**config.mk**
```make
export PLATFORM = sky130hd
export DESIGN_NAME = imcb_ram
export DESIGN_NICKNAME = d
export VERILOG_FILES = /design/src/rtl/index_map_circle_brush_core_defines.svh /design/src/rtl/imcb_ram.sv
export SDC_FILE = /design/constraint.sdc
export NUM_CORES = 1
export LEC_CHECK = 0
export BUFFER_PORTS_ARGS = -buffer_cell sky130_fd_sc_hd__buf_2
export CORE_AREA = 2 2 39 41
export CTS_BUF_LIST = sky130_fd_sc_hd__clkbuf_16
export DETAILED_ROUTE_END_ITERATION = 6
export DIE_AREA = 0 0 41 43
export PLACE_DENSITY = 0.35
export REMOVE_ABC_BUFFERS = 1
export SKIP_LAST_GASP = 1
export SYNTH_ARGS = -nofsm -noshare
export SYNTH_HDL_FRONTEND = slang
export SYNTH_SLANG_ARGS = --single-unit
```
**constraint.sdc**
```tcl
create_clock -name clk -period 1.3 [get_ports clk]
set_clock_uncertainty 0.1 [all_clocks]
set_input_delay 0.13 -clock clk [delete_from_list [all_inputs] [get_ports clk]]
set_output_delay 0.13 -clock clk [all_outputs]
set_load 0.005 [all_outputs]
```
**src/rtl/index_map_circle_brush_core_defines.svh**
```systemverilog
// ----------------------------------------------------------------------------
// Index map circle brush: assertion macros
// Shared check macros; each expands to one labeled concurrent assertion.
// ----------------------------------------------------------------------------
`ifndef INDEX_MAP_CIRCLE_BRUSH_CORE_DEFINES_SVH
`define INDEX_MAP_CIRCLE_BRUSH_CORE_DEFINES_SVH

// Check that is suspended while reset is high.
`define IMCB_CHECK(lbl, prop, msg) \
  lbl: assert property (@(posedge clk) disable iff (rst) prop) else $error(msg);

// Check that also covers the reset cycles.
`define IMCB_CHECK_RST(lbl, prop, msg) \
  lbl: assert property (@(posedge clk) prop) else $error(msg);

`endif

```
**src/rtl/imcb_ram.sv**
```systemverilog
// ----------------------------------------------------------------------------
// imcb_ram
// Simple dual-port synchronous RAM, one write and one registered read port.
// ----------------------------------------------------------------------------
`timescale 1ns / 1ps

module imcb_ram #(
  parameter int DEPTH = 4,
  parameter int AW    = 2,
  parameter int DW    = 1
) (
  input  logic          clk,
  input  logic          we,
  input  logic [AW-1:0] waddr,
  input  logic [DW-1:0] wdata,
  input  logic [AW-1:0] raddr,
  output logic [DW-1:0] rdata
);

  logic [DW-1:0] mem [DEPTH];

  always_ff @(posedge clk) begin
    if (we) mem[waddr] <= wdata;
    rdata <= mem[raddr];
  end

endmodule

```
Word-level counts from Yosys, hierarchy flattened
Memory sizes are Yosys's and may differ from the RTL's. A register that Yosys moved wholly into a read port is not among the register bits. Cells that the tools add are included.

Flip-flop bits (word level): 0. Memory bits (writable): 4. Output and inout bits: 1. Memories kept: 1.

Multiplexer cells: 2.

Memories: mem (depth 4, bits a word 1, rd ports 1, clocked after Yosys merged registers in 1, write ports 1, line imcb_ram.sv:20) `logic [DW-1:0] mem [DEPTH];`.

Operators by type and width (number): 1-bit 2-to-1 mux (2).

Logic depth before layout (Yosys ltp)
Depth after elaboration: 2. Mapped depth: 1. Mapped depth without buffers: 1.

Least setup slack after synthesis
OpenSTA, ideal clock, no wires.

Kind: register to register. Start: mem mem[3]. End: reg rdata, read port of mem. Setup time: 0.134 ns. Arrival: 0.774 ns. Required time: 1.066 ns. Path slack: 0.291 ns. Stages on the path, launching flop included: 2. Clock period less this slack: 1.009 ns. Path through: edfxtp_1 mux4_2.

RTL lines: start: declaration (line imcb_ram.sv:20); end: declaration (line imcb_ram.sv:17) `output logic [DW-1:0] rdata`.

No word-level cell between the ends.

Worst setup path in the final report
Start: mem mem[0]. End: reg rdata, read port of mem.

No word-level cell between the ends.

==> summary.txt <==
Run status
  • Outcome: complete, no violations

Clocking
  • CTS clk-pin slew, worst paths: 0.03 ns
  • CTS buffer count: 3
  • Clk_lat worst skew: 0.23 ns
  • Max clock buf depth: 2
  • Clk sink count: 5
  • H-tree levels: 1
  • Root Buffer: clkbuf_16
  • Post-CTS setup buffers: 0
  • Hold_buf cts: 0
  • CTS tree: done
  • Post_cts resized: 0

Finish
  • Post-Route Utilization: 0.2378
  • Fin cells: 37
  • Antenna cells: 0
  • Net count reported at finish: 29
  • Share of layout cells above drive strength 1: 0.5714
  • Area Overhead vs Synth: 69.68%
  • Filler cells: 139

Synth
  • Register area share after synthesis: 0.7226
  • Ys flop type: edfxtp_1
  • Mean Syn Cell Area: 19.39 µm²
  • Post-synth EDFFs: 4
  • Distinct cells, synth: 6
  • Cell taking the most area after synthesis: edfxtp_1
  • Synth Register Bits: 5
  • Async S/R FF share, synth: 0
  • Synthesized area: 193.9 µm²
  • Commonest cells post-synth: edfxtp_1, and3b_1
  • Main area contributors after synthesis: edfxtp_1, mux4_2, dfxtp_1
  • Mapped Cells: 10
  • Synth warnings: 0
  • Share of the synthesized area in the top cell type: 0.6194
  • Most common cell in the netlist: edfxtp_1

Floorplanning
  • Cell Rows: 14
  • Die span in x: 41 µm
  • Starting Density: 0.1401
  • Die ar.: 1763 µm²
  • Ports: 8
  • Core Footprint: 1384 µm²
  • Die Ht: 43 µm

Worst setup path
  • Crit-path cells: mux4_2
  • Worst EP required: 1.30 ns
  • Critical-path top delay cell: mux4_2
  • Crit Path Category: flop to flop
  • Critical Path End Type: flop
  • WP data arrival: 1.04 ns
  • WP buf/inv: 0
  • Startpoint types: flop
  • Flop2flop setup slack: 0.25 ns
  • Max Fanout on Critical Path: 1
  • Largest delay share family, worst path: multiplexers
  • Slowest stage delay, CP: 0.46 ns

GRT
  • Vias in the first global route: 137
  • Largest net degree at the start of global routing: 5
  • First-pass GRT wire length: 455 µm
  • Initial antenna violation count: 0
  • Gr ovfl total: 0
  • Gr usage total: 0.04541

Timing
  • Final setup violation count: 0
  • Final slew viol count: 0
  • Unrepaired setup endpoints after global routing: no
  • Sum Neg Setup Slack: 0 ns
  • PnR worst setup slack: 0.2542 ns
  • Final Cycle Share: 0.8045
  • Worst-margin pin slew: 0.2262 ns
  • Slew HR: 0.8489
  • Minimum clock period: 1.046 ns
  • WHS: 0.01812 ns
  • Final Hold Viols: 0
  • FMAX: 0.9562 GHz

Power
  • Peak VDD IR: 801.5 µV
  • Reg power frac: 0.261
  • Clock power share: 0.702
  • Power density cells: 2160 nW/µm²
  • LEAKAGE: 0.1410 nW
  • P_sw: 0.1094 mW
  • Sw Ratio: 0.1540
  • Internal Power: 0.6012 mW
  • Gate power share: 0.037

Placement
  • Dpl ws: 0.2548 ns
  • IO Port Bufs: 7
  • Routability cong.: 0.5503
  • Dpl cells: 33

Drt
  • Via Count: 124
  • Wire per inst: 8.243 µm
  • Post-route DRC violation count: 0
  • Iter 0 DRT Violations: 0
  • Antenna Nets Post-Route: 0
  • First drt pass iteration count: 1
  • DR vias/cell: 3.351
  • Routed WL: 305 µm

Worst hold path
  • Hold Path Class: input pin to flop

Job
  • # Max-Cap Violations: 0
[logic make-up (layout without fill, tap and decap cells)]
group         Yosys count  in the layout  share of synthesized area
flops                   5              5                     0.7226
buf+inv                 0             11                          0
simple gates            4              4                     0.1613
mux                     1              1                     0.1161
[through the flow]
stage	instance area [µm²]	power, mW
2_1_floorplan	193.9	0.1976
3_3_place_gp	249.0	0.2138
3_5_place_dp	249.0	0.2144
4_1_cts	329.1	0.7198
5_1_grt	329.1	0.7376
6_report	329.1	0.7107
[layout make-up]
class | instances | area, µm² | share of cell area
clock inverter | 1 | 5.005 | 0.01521
clock buffer | 3 | 75.07 | 0.2281
timing repair buffer | 7 | 35.03 | 0.1065
tap | 16 | 20.02 | 0.06084
multi-input combinational | 5 | 53.80 | 0.1635
sequential | 5 | 140.1 | 0.4259
[cells in the final DEF, fill, tap and decap left out]
cell type	count
and3b_1	2
clkbuf_16	3
nor3b_1	1
dfxtp_1	1
mux4_2	1
and3_1	1
clkinv_2	1
buf_2	7
edfxtp_1	4
[flip-flops by register name, indices dropped and copies added (netlist names)]
name / count
mem: 4
rdata: 1
[layer usage]
| layer | track usage | part of all wire | vias to the layer above |
|---|---|---|---|
| met4 | 0.04000 | 0 | 0 |
| met1 | 0.03268 | 0.47 | 53 |
| met2 | 0.06250 | 0.39 | 9 |
| met3 | 0.04712 | 0.14 | 0 |
| li1 | - | - | 62 |
| met5 | 0 | 0 | - |
[worst paths after layout]
path / from / endpoint / cells past startpoint
min reg2reg: mem[3]$_DFFE_PP_ / rdata$_DFF_P_ / 1
min: wdata / mem[0]$_DFFE_PP_ / 1
max: mem[0]$_DFFE_PP_ / rdata$_DFF_P_ / 1
max reg2reg: mem[0]$_DFFE_PP_ / rdata$_DFF_P_ / 1
[power groups by stage]
stage                     Sequential [mW]  Clock [mW]  Combinational [mW]
after floorplan                     0.188           0             0.00968
after global placement              0.188           0              0.0260
after detailed placement            0.188           0              0.0260
after CTS                           0.186       0.507              0.0264
after global routing                0.187       0.521              0.0296
final                               0.186       0.499              0.0260
No activity file was read; power rests on OpenSTA's default activity.
