==> config.mk <==
export PLATFORM = sky130hd
export DESIGN_NAME = imcb_sel
export DESIGN_NICKNAME = d
export VERILOG_FILES = /design/src/rtl/index_map_circle_brush_core_defines.svh /design/src/rtl/imcb_pkg.sv /design/src/rtl/imcb_sel.sv
export SDC_FILE = /design/constraint.sdc
export NUM_CORES = 2
export LEC_CHECK = 0
export ABC_AREA = 1
export BUFFER_PORTS_ARGS = -buffer_cell sky130_fd_sc_hd__buf_2
export CAP_MARGIN = 20
export CORE_UTILIZATION = 60
export DETAILED_ROUTE_END_ITERATION = 10
export GPL_ROUTABILITY_DRIVEN = 0
export PLACE_DENSITY = 0.77
export SETUP_SLACK_MARGIN = 0.2
export SYNTH_ARGS = -nofsm -noshare
export SYNTH_HDL_FRONTEND = slang
export SYNTH_SLANG_ARGS = --single-unit
==> constraint.sdc <==
create_clock -name clk -period 14.78 [get_ports clk]
set_input_delay 1.478 -clock clk [delete_from_list [all_inputs] [get_ports clk]]
set_output_delay 1.478 -clock clk [all_outputs]
set_load 0.005 [all_outputs]
==> src/rtl/index_map_circle_brush_core_defines.svh <==
// ----------------------------------------------------------------------------
// Index map circle brush: assertion macros
// Shared check macros; each expands to one labeled concurrent assertion.
// ----------------------------------------------------------------------------
`ifndef INDEX_MAP_CIRCLE_BRUSH_CORE_DEFINES_SVH
`define INDEX_MAP_CIRCLE_BRUSH_CORE_DEFINES_SVH

// Check that is suspended while reset is high.
`define IMCB_CHECK(lbl, prop, msg) \
  lbl: assert property (@(posedge clk) disable iff (rst) prop) else $error(msg);

// Check that also covers the reset cycles.
`define IMCB_CHECK_RST(lbl, prop, msg) \
  lbl: assert property (@(posedge clk) prop) else $error(msg);

`endif

==> src/rtl/imcb_pkg.sv <==
// ----------------------------------------------------------------------------
// imcb_pkg
// Types, codes and helpers shared by the index map circle brush modules.
// ----------------------------------------------------------------------------
`timescale 1ns / 1ps

package imcb_pkg;

  localparam int MAP_SIDE_MAX_DEF = 256;
  localparam int RADIUS_MAX_DEF   = 64;

  localparam logic [16:0] ONE_Q16 = 17'd65536;

  localparam logic [1:0] OP_WRITE       = 2'd0;
  localparam logic [1:0] OP_READ        = 2'd1;
  localparam logic [1:0] OP_PAINT_CLIP  = 2'd2;
  localparam logic [1:0] OP_PAINT_WRAP  = 2'd3;

  localparam logic REG_MAP_WIDTH  = 1'b0;
  localparam logic REG_MAP_HEIGHT = 1'b1;

  typedef struct packed {
    logic [1:0]         op;
    logic signed [11:0] x_coord;
    logic signed [11:0] y_coord;
    logic [6:0]         radius;
    logic [16:0]        hardness;
    logic [16:0]        strength;
    logic [7:0]         pixel_value;
  } cmd_t;

  typedef struct packed {
    logic       changed;
    logic [7:0] read_value;
  } result_t;

  // Mask of the largest power of two not above the width, minus one.
  function automatic logic [8:0] wrap_mask(input logic [8:0] w);
    logic [8:0] m;
    m = '0;
    for (int i = 0; i < 9; i++) begin
      if (w[i]) m = 9'((10'd1 << i) - 10'd1);
    end
    return m;
  endfunction

endpackage

==> src/rtl/imcb_sel.sv <==
// ----------------------------------------------------------------------------
// imcb_sel
// Evaluates the brush falloff test for one squared distance: bit-serial square
// root, one or two restoring divisions and one or three registered multiplies.
// ----------------------------------------------------------------------------
`timescale 1ns / 1ps

module imcb_sel
  import imcb_pkg::*;
#(
  parameter int RBW = 7,
  parameter int TW  = 13
) (
  input  logic           clk,
  input  logic           rst,
  input  logic           start,
  input  logic [TW-1:0]  dist_sq,
  input  logic [RBW-1:0] radius,
  input  logic [16:0]    shoulder,
  input  logic [16:0]    strength,
  output logic           done,
  output logic           hit
);

  localparam int SNW = TW + 32 + (TW % 2);
  localparam int SRW = SNW / 2;
  localparam int IT  = (SRW > 17) ? SRW : 17;
  localparam int CW  = $clog2(IT + 1);

  localparam logic [3:0] S_IDLE  = 4'd0;
  localparam logic [3:0] S_SQRT  = 4'd1;
  localparam logic [3:0] S_D1SET = 4'd2;
  localparam logic [3:0] S_DIV1  = 4'd3;
  localparam logic [3:0] S_D2SET = 4'd4;
  localparam logic [3:0] S_DIV2  = 4'd5;
  localparam logic [3:0] S_MUL1  = 4'd6;
  localparam logic [3:0] S_MUL2  = 4'd7;
  localparam logic [3:0] S_MUL3  = 4'd8;

  logic [3:0]     state;
  logic [CW-1:0]  cnt;
  logic [SNW-1:0] sq_n;
  logic [SRW+1:0] sq_rem;
  logic [SRW-1:0] sq_root;
  logic [16:0]    dv_rem;
  logic [16:0]    dv_low;
  logic [16:0]    dv_q;
  logic [16:0]    dv_div;
  logic [15:0]    u2;
  logic [16:0]    f;

  logic [SRW+1:0] rem_sh;
  logic [SRW+1:0] trial;
  logic [17:0]    dv_sh;
  logic           dv_ge;
  logic [33:0]    n1;

  assign rem_sh = {sq_rem[SRW-1:0], sq_n[SNW-1:SNW-2]};
  assign trial  = {sq_root, 2'b01};
  assign dv_sh  = {dv_rem, dv_low[16]};
  assign dv_ge  = dv_sh >= {1'b0, dv_div};
  assign n1     = 34'({radius, 16'h0000}) - 34'(sq_root);

  always_ff @(posedge clk) begin
    if (rst) begin
      state <= S_IDLE;
      done  <= 1'b0;
    end else begin
      done <= 1'b0;
      case (state)
        S_IDLE: begin
          if (start) begin
            sq_n    <= SNW'(dist_sq) << 32;
            sq_rem  <= '0;
            sq_root <= '0;
            cnt     <= '0;
            state   <= S_SQRT;
          end
        end
        S_SQRT: begin
          if (rem_sh >= trial) begin
            sq_rem  <= rem_sh - trial;
            sq_root <= {sq_root[SRW-2:0], 1'b1};
          end else begin
            sq_rem  <= rem_sh;
            sq_root <= {sq_root[SRW-2:0], 1'b0};
          end
          sq_n <= sq_n << 2;
          cnt  <= cnt + 1'b1;
          if (cnt == CW'(SRW - 1)) state <= S_D1SET;
        end
        S_D1SET: begin
          // quotient stays below 2^17, so preload the top bits
          dv_rem <= n1[33:17];
          dv_low <= n1[16:0];
          dv_div <= 17'(radius);
          dv_q   <= '0;
          cnt    <= '0;
          state  <= S_DIV1;
        end
        S_DIV1, S_DIV2: begin
          dv_rem <= dv_ge ? 17'(dv_sh - {1'b0, dv_div}) : dv_sh[16:0];
          dv_low <= {dv_low[15:0], 1'b0};
          dv_q   <= {dv_q[15:0], dv_ge};
          cnt    <= cnt + 1'b1;
          if (cnt == CW'(16)) state <= (state == S_DIV1) ? S_D2SET : S_MUL1;
        end
        S_D2SET: begin
          if (shoulder >= 17'd7 && dv_q < shoulder) begin
            dv_rem <= {1'b0, dv_q[16:1]};
            dv_low <= {dv_q[0], 16'h0000};
            dv_div <= shoulder;
            dv_q   <= '0;
            cnt    <= '0;
            state  <= S_DIV2;
          end else begin
            f     <= ONE_Q16;
            state <= S_MUL3;
          end
        end
        S_MUL1: begin
          u2    <= 16'((32'(dv_q[15:0]) * 32'(dv_q[15:0])) >> 16);
          state <= S_MUL2;
        end
        S_MUL2: begin
          f     <= 17'((34'(u2) * 34'(18'd196608 - {1'b0, dv_q[15:0], 1'b0})) >> 16);
          state <= S_MUL3;
        end
        S_MUL3: begin
          hit   <= (34'(f) * 34'(strength)) >= 34'h080000000;
          done  <= 1'b1;
          state <= S_IDLE;
        end
        default: state <= S_IDLE;
      endcase
    end
  end

endmodule

# Word level (Yosys, flattened, before mapping)

Cells that the tools add are included.

Order comparisons: 5
Multiply operators: 3
Add/subtract/negate cells: 5
Reduce and logical (&&, ||, !) cells: 17
Bitwise logic cells: 1
Muxes and demuxes: 29
Eq/ne operators: 15

Operator list:

| operator                 | count |
|---|---|
| $pmux W17 S3             | 3 |
| $mux W17                 | 6 |
| $pmux W23 S2             | 2 |
| $pmux W46 S2             | 1 |
| $mux W23                 | 3 |
| $pmux W17 S2             | 2 |
| $mux W46                 | 1 |
| $ge A34 B32 Y1 const B   | 1 |
| $mul A17 B17 Y34         | 1 |
| $mul A17 B19 Y33         | 1 |
| $mul A16 B16 Y32         | 1 |
| $pmux W4 S7              | 1 |
| $ge A25 B25 Y1           | 1 |
| $sub A23 B23 Y24         | 1 |
| $sub A23 B23 Y23         | 1 |
| $pmux W5 S4              | 1 |
| $sub A18 B17 Y19 const A | 1 |
| $ge A18 B17 Y1           | 1 |
| $ge A17 B3 Y1 const B    | 1 |
| $lt A17 B17 Y1           | 1 |
| $sub A17 B17 Y17         | 1 |
| $eq A4 B3 Y1 const B     | 4 |
| $mux W4                  | 4 |
| $reduce_and A3 Y1        | 5 |
| 19 further kinds         | 30 |

Register bits after elaboration: 204
Input bits: 57

# Logic depth before layout (Yosys ltp)

Word-level depth: 4
Gate-level depth with buffers: 34
Gate-level depth less buffers: 33

# Worst setup path after synthesis

Ideal clock, no wire load.

Kind: input-to-reg
From: input start
To: register sq_n[32] (enable)
Setup time: 0.800 ns
Data arrival time: 10.897 ns
Required time: 13.980 ns
Setup slack: 3.083 ns
Cell stages on the path: 2
Path through: inv_1 a2111oi_0

Longest elaborated chain between the ends: 2

RTL lines:

| item                        | line           | text |
|---|---|---|
| from (decl)                 | imcb_sel.sv:16 | `input logic start,` |
| $ne A2 B2 Y1 (no line)      | -              |  |
| $reduce_and A3 Y1 (no line) | -              |  |
| to (signal assigned)        | imcb_sel.sv:73 | `sq_n <= SNW'(dist_sq) << 32;` |
| to (signal assigned)        | imcb_sel.sv:88 | `sq_n <= sq_n << 2;` |
| to (decl)                   | imcb_sel.sv:42 | `logic [SNW-1:0] sq_n;` |

No other way between the ends.
A chain may end at the register's enable or synchronous reset.

# Final worst setup path

From: register dv_q[2]
To: register f[13], data pin

Longest elaborated chain between the ends: 3

RTL lines:

| item                   | line            | text |
|---|---|---|
| from (decl)            | imcb_sel.sv:47  | `logic [16:0] dv_q;` |
| from (signal assigned) | imcb_sel.sv:104 | `dv_q <= {dv_q[15:0], dv_ge};` |
| $sub A18 B17 Y19       | imcb_sel.sv:126 | `f <= 17'((34'(u2) * 34'(18'd196608 - {1'b0, dv_q[15:0], 1'b0})) >> 16);` |
| $mul A17 B19 Y33       | imcb_sel.sv:126 |  |
| $pmux W17 S2           | imcb_sel.sv:70  | `case (state)` |
| to (signal assigned)   | imcb_sel.sv:126 |  |
| to (decl)              | imcb_sel.sv:50  | `logic [16:0] f;` |

No other way between the ends.

==> results.tsv <==
stage	metric	value	unit
clock_network	cts_buffers	17	
synth	postSynthAreaPerCell	7.86	um2
global_routing	grt_max_degree	61	
global_routing	antenna_found_initial	1	
final_layout	nFillCells	5198	
place	dpl_cell_area	37600	um2
sta	drv_slew	0	
die	die_y	250	um
sta	tns	0	ns
place	dp_slack	7.29	ns
sta	tightest_slew	1.11	ns
global_routing	grt_overflow_total	0	
sta	post-route-period-util	51.5	%
worst_hold_path	min_path_type	reg2reg	
worst_hold_path	hold_start	state[2]	
synth	synth-seq-cells	172	
die	dieWidth	250	um
sta	finClkSkew	0.0119	ns
sta	min_period	7.61	ns
place	post-dp-hpwl	72800	um
sta	setup_viol	0	
detailed_routing	route.vias.total	29400	
die	rows	90	
clock_network	clk_pin_slew	0.07	ns
place	io_buffers	58	
detailed_routing	wirelength	90500	um
die	boundaryPins	59	
detailed_routing	wl_per_cell	16.7	um
synth	syn_inst	4679	
worst_hold_path	whs_path_depth	2	
global_routing	grt_pass1_wl	151000	um
synth	syn_area	36800	um2
final_layout	layout.nets	5656	
sta	slew_headroom	25.8	%
final_layout	final_cell_area	38100	um2
synth	ys_seq_area_share	13.9	%
final_layout	antenna_cells	0	
clock_network	clk_latency	0.48	ns
setup_path	crit_path_end_kind	register	
setup_path	regToRegSetupSlack	7.17	ns
setup_path	crit_arrival	7.85	ns
synth	synth_edf_count	167	
setup_path	critPathLaunchType	register	
global_routing	grt.total_usage	30.4	%
worst_hold_path	whs_endpoint	state[2]	
synth	synth_cell_type_count	55	
synth	ys_warn_count	0	
setup_path	rr_worst_depth	26	
clock_network	postCtsHoldBufs	0	
flow_run	cap_violations	0	
clock_network	htreeDepth	4	
setup_path	cp_max_fo	21	
synth	async_flop_share	0	%
die	start_util	60.8	%
global_routing	grt_pass1_vias	30500	
clock_network	cts_tree	built	
setup_path	timing.rr.end	f[13]	
outcome	status	complete, no violations	
final_layout	multiInputGateArea	26400	um2
die	coreArea	60500	um2
detailed_routing	drt_iter0_drc	2346	
clock_network	cts_num_sinks	172	
sta	max_freq	131	MHz
detailed_routing	ant_nets	0	
sta	hold_slack	0.496	ns
clock_network	post-cts-setup-buffer-count	0	
die	dieArea	62300	um2
detailed_routing	dr.pass1.iters	6	
setup_path	crit_type	reg2reg	
detailed_routing	drc	0	
detailed_routing	vias_per_cell	5.43	
sta	rsz0062_at_grt	no	
synth	yosysTopAreaCell	fa_1	
synth	yosysTopAreaCellShare	32.3	%
setup_path	required	15.02	ns
sta	setup_slack	7.17	ns
final_layout	regArea	5110	um2
clock_network	cts_buffer_depth	2	
final_layout	drive_gt1_share	3.43	%
setup_path	rr_startpoint	dv_q[2]	
clock_network	ctsResizeCount	0	
synth	synth_common_cells	1,199 x inv_1, 1,059 x nand2_1, 594 x fa_1	
final_layout	syn_to_final_growth	3.65	%
sta	hold_viol	0	
clock_network	root_buffer	clkbuf_16	
synth	ys.flop_type	edfxtp_1	
synth	synth.most_common_cell	inv_1	
synth	ys_top_cells_by_area	fa_1 32%, edfxtp_1 14%, ha_1 13%	
synth	synth.net_count	5718	
==> per-layer routing <==
layer | vias up | part of all wire (%) | track usage, %
li1 | 13900 | - | -
met1 | 14200 | 41 | 38.9
met2 | 1114 | 48 | 51.6
met3 | 237 | 7.7 | 5.51
met4 | 2 | 3.5 | 10.8
met5 | - | 0.014 | 0
==> state kept, by name (all words and copies together), names as in the netlist <==
name and cells:
sq_n 14, dv_low 17, cnt 5, dv_q 17, dv_div 17, sq_rem 23
sq_root 23, f 17, hit 1, state 4, dv_rem 17, done 1
u2 16
==> cell families (layout without fill, tap and decap cells) <==
| kind of cell | Yosys count | count (layout) | synth area share, % |
|---|---|---|---|
| AND/OR/NAND/NOR | 1667 | 1667 | 18.3 |
| buffers and inverters | 1377 | 1327 | 14.3 |
| adder cells (fa/ha/maj) | 982 | 982 | 45.5 |
| AO/OA/AOI/OAI | 414 | 414 | 6.35 |
| flip-flops | 172 | 172 | 13.9 |
| XOR/XNOR | 67 | 67 | 1.62 |
==> placed cells by master, fill, tap and decap left out, types with 3 or more instances in the layout <==
| cell type | n |
|---|---|
| inv_2 | 10 |
| nand3_1 | 125 |
| nor4_1 | 4 |
| nand2_1 | 1059 |
| o211ai_1 | 12 |
| a21o_1 | 14 |
| or2_2 | 9 |
| nand3_2 | 3 |
| a22o_1 | 5 |
| inv_1 | 1199 |
| fa_1 | 594 |
| edfxtp_1 | 167 |
| nand4_1 | 39 |
| inv_6 | 3 |
| nor2_4 | 4 |
| clkinv_1 | 6 |
| buf_2 | 58 |
| xnor2_1 | 34 |
| clkinv_8 | 3 |
| clkbuf_16 | 17 |
| dfxtp_1 | 5 |
| nand3b_1 | 8 |
| and2_1 | 6 |
| nand2_2 | 7 |
| a31oi_1 | 9 |
| o21bai_1 | 21 |
| o31ai_1 | 4 |
| xor2_1 | 32 |
| ha_1 | 388 |
| nor2_1 | 366 |
| o21ai_1 | 6 |
| buf_4 | 24 |
| a21boi_0 | 8 |
| o21ai_0 | 129 |
| o21a_1 | 13 |
| a21oi_1 | 177 |
| nor3_1 | 30 |
==> through the flow <==
step / std cells / utilization [%]
after floorplan: 4679 / -
after global placement: 5380 / 62.1
after detailed placement: 5380 / 62.1
after CTS: 5411 / 63.1
after global routing: 5411 / 63.1
final: 5411 / 63.1
==> worst max path at each step <==
stage | startpoint | slack, ns | depth (start not counted) | to
floorplan | start | 3.08 | 2 | sq_n[32]
global placement | dv_q[2] | 7.45 | 26 | f[13]
detailed placement | dv_q[2] | 7.29 | 26 | f[13]
CTS | dv_q[2] | 7.27 | 26 | f[13]
global route | dv_q[2] | 6.76 | 25 | f[14]
finish | dv_q[2] | 7.17 | 26 | f[13]
==> cell type report <==
type | count | area share, %
Clock inverter | 13 | 0.351
Inverter | 1214 | 12.0
Timing Repair Buffer | 82 | 1.23
Tap cell | 782 | 2.57
Multi-Input combinational cell | 3130 | 69.4
Sequential cell | 172 | 13.4
Clock buffer | 18 | 1.13
==> critical path: stages, from the launching register on <==
cell and delay (ns):
edfxtp_1 0.77, nor3_4 0.35, nand4_2 0.17, nor3_2 0.17, inv_2 0.07, nor2_4 0.13
nand2_1 0.11, o21ai_1 0.71, nand2_1 0.37, nor2_1 0.18, ha_1 0.28, fa_1 0.54
inv_1 0.05, fa_1 0.50, fa_1 0.52, fa_1 0.49, inv_1 0.05, fa_1 0.44
ha_1 0.35, a21oi_1 0.22, inv_1 0.06, a21oi_1 0.27, o21ai_0 0.15, a31oi_1 0.19
nand3_1 0.10, nand2_1 0.07, nor2_1 0.05
Power is not shown: default switching activity piles up to over one toggle a cycle in this logic, so the estimate is an artifact.
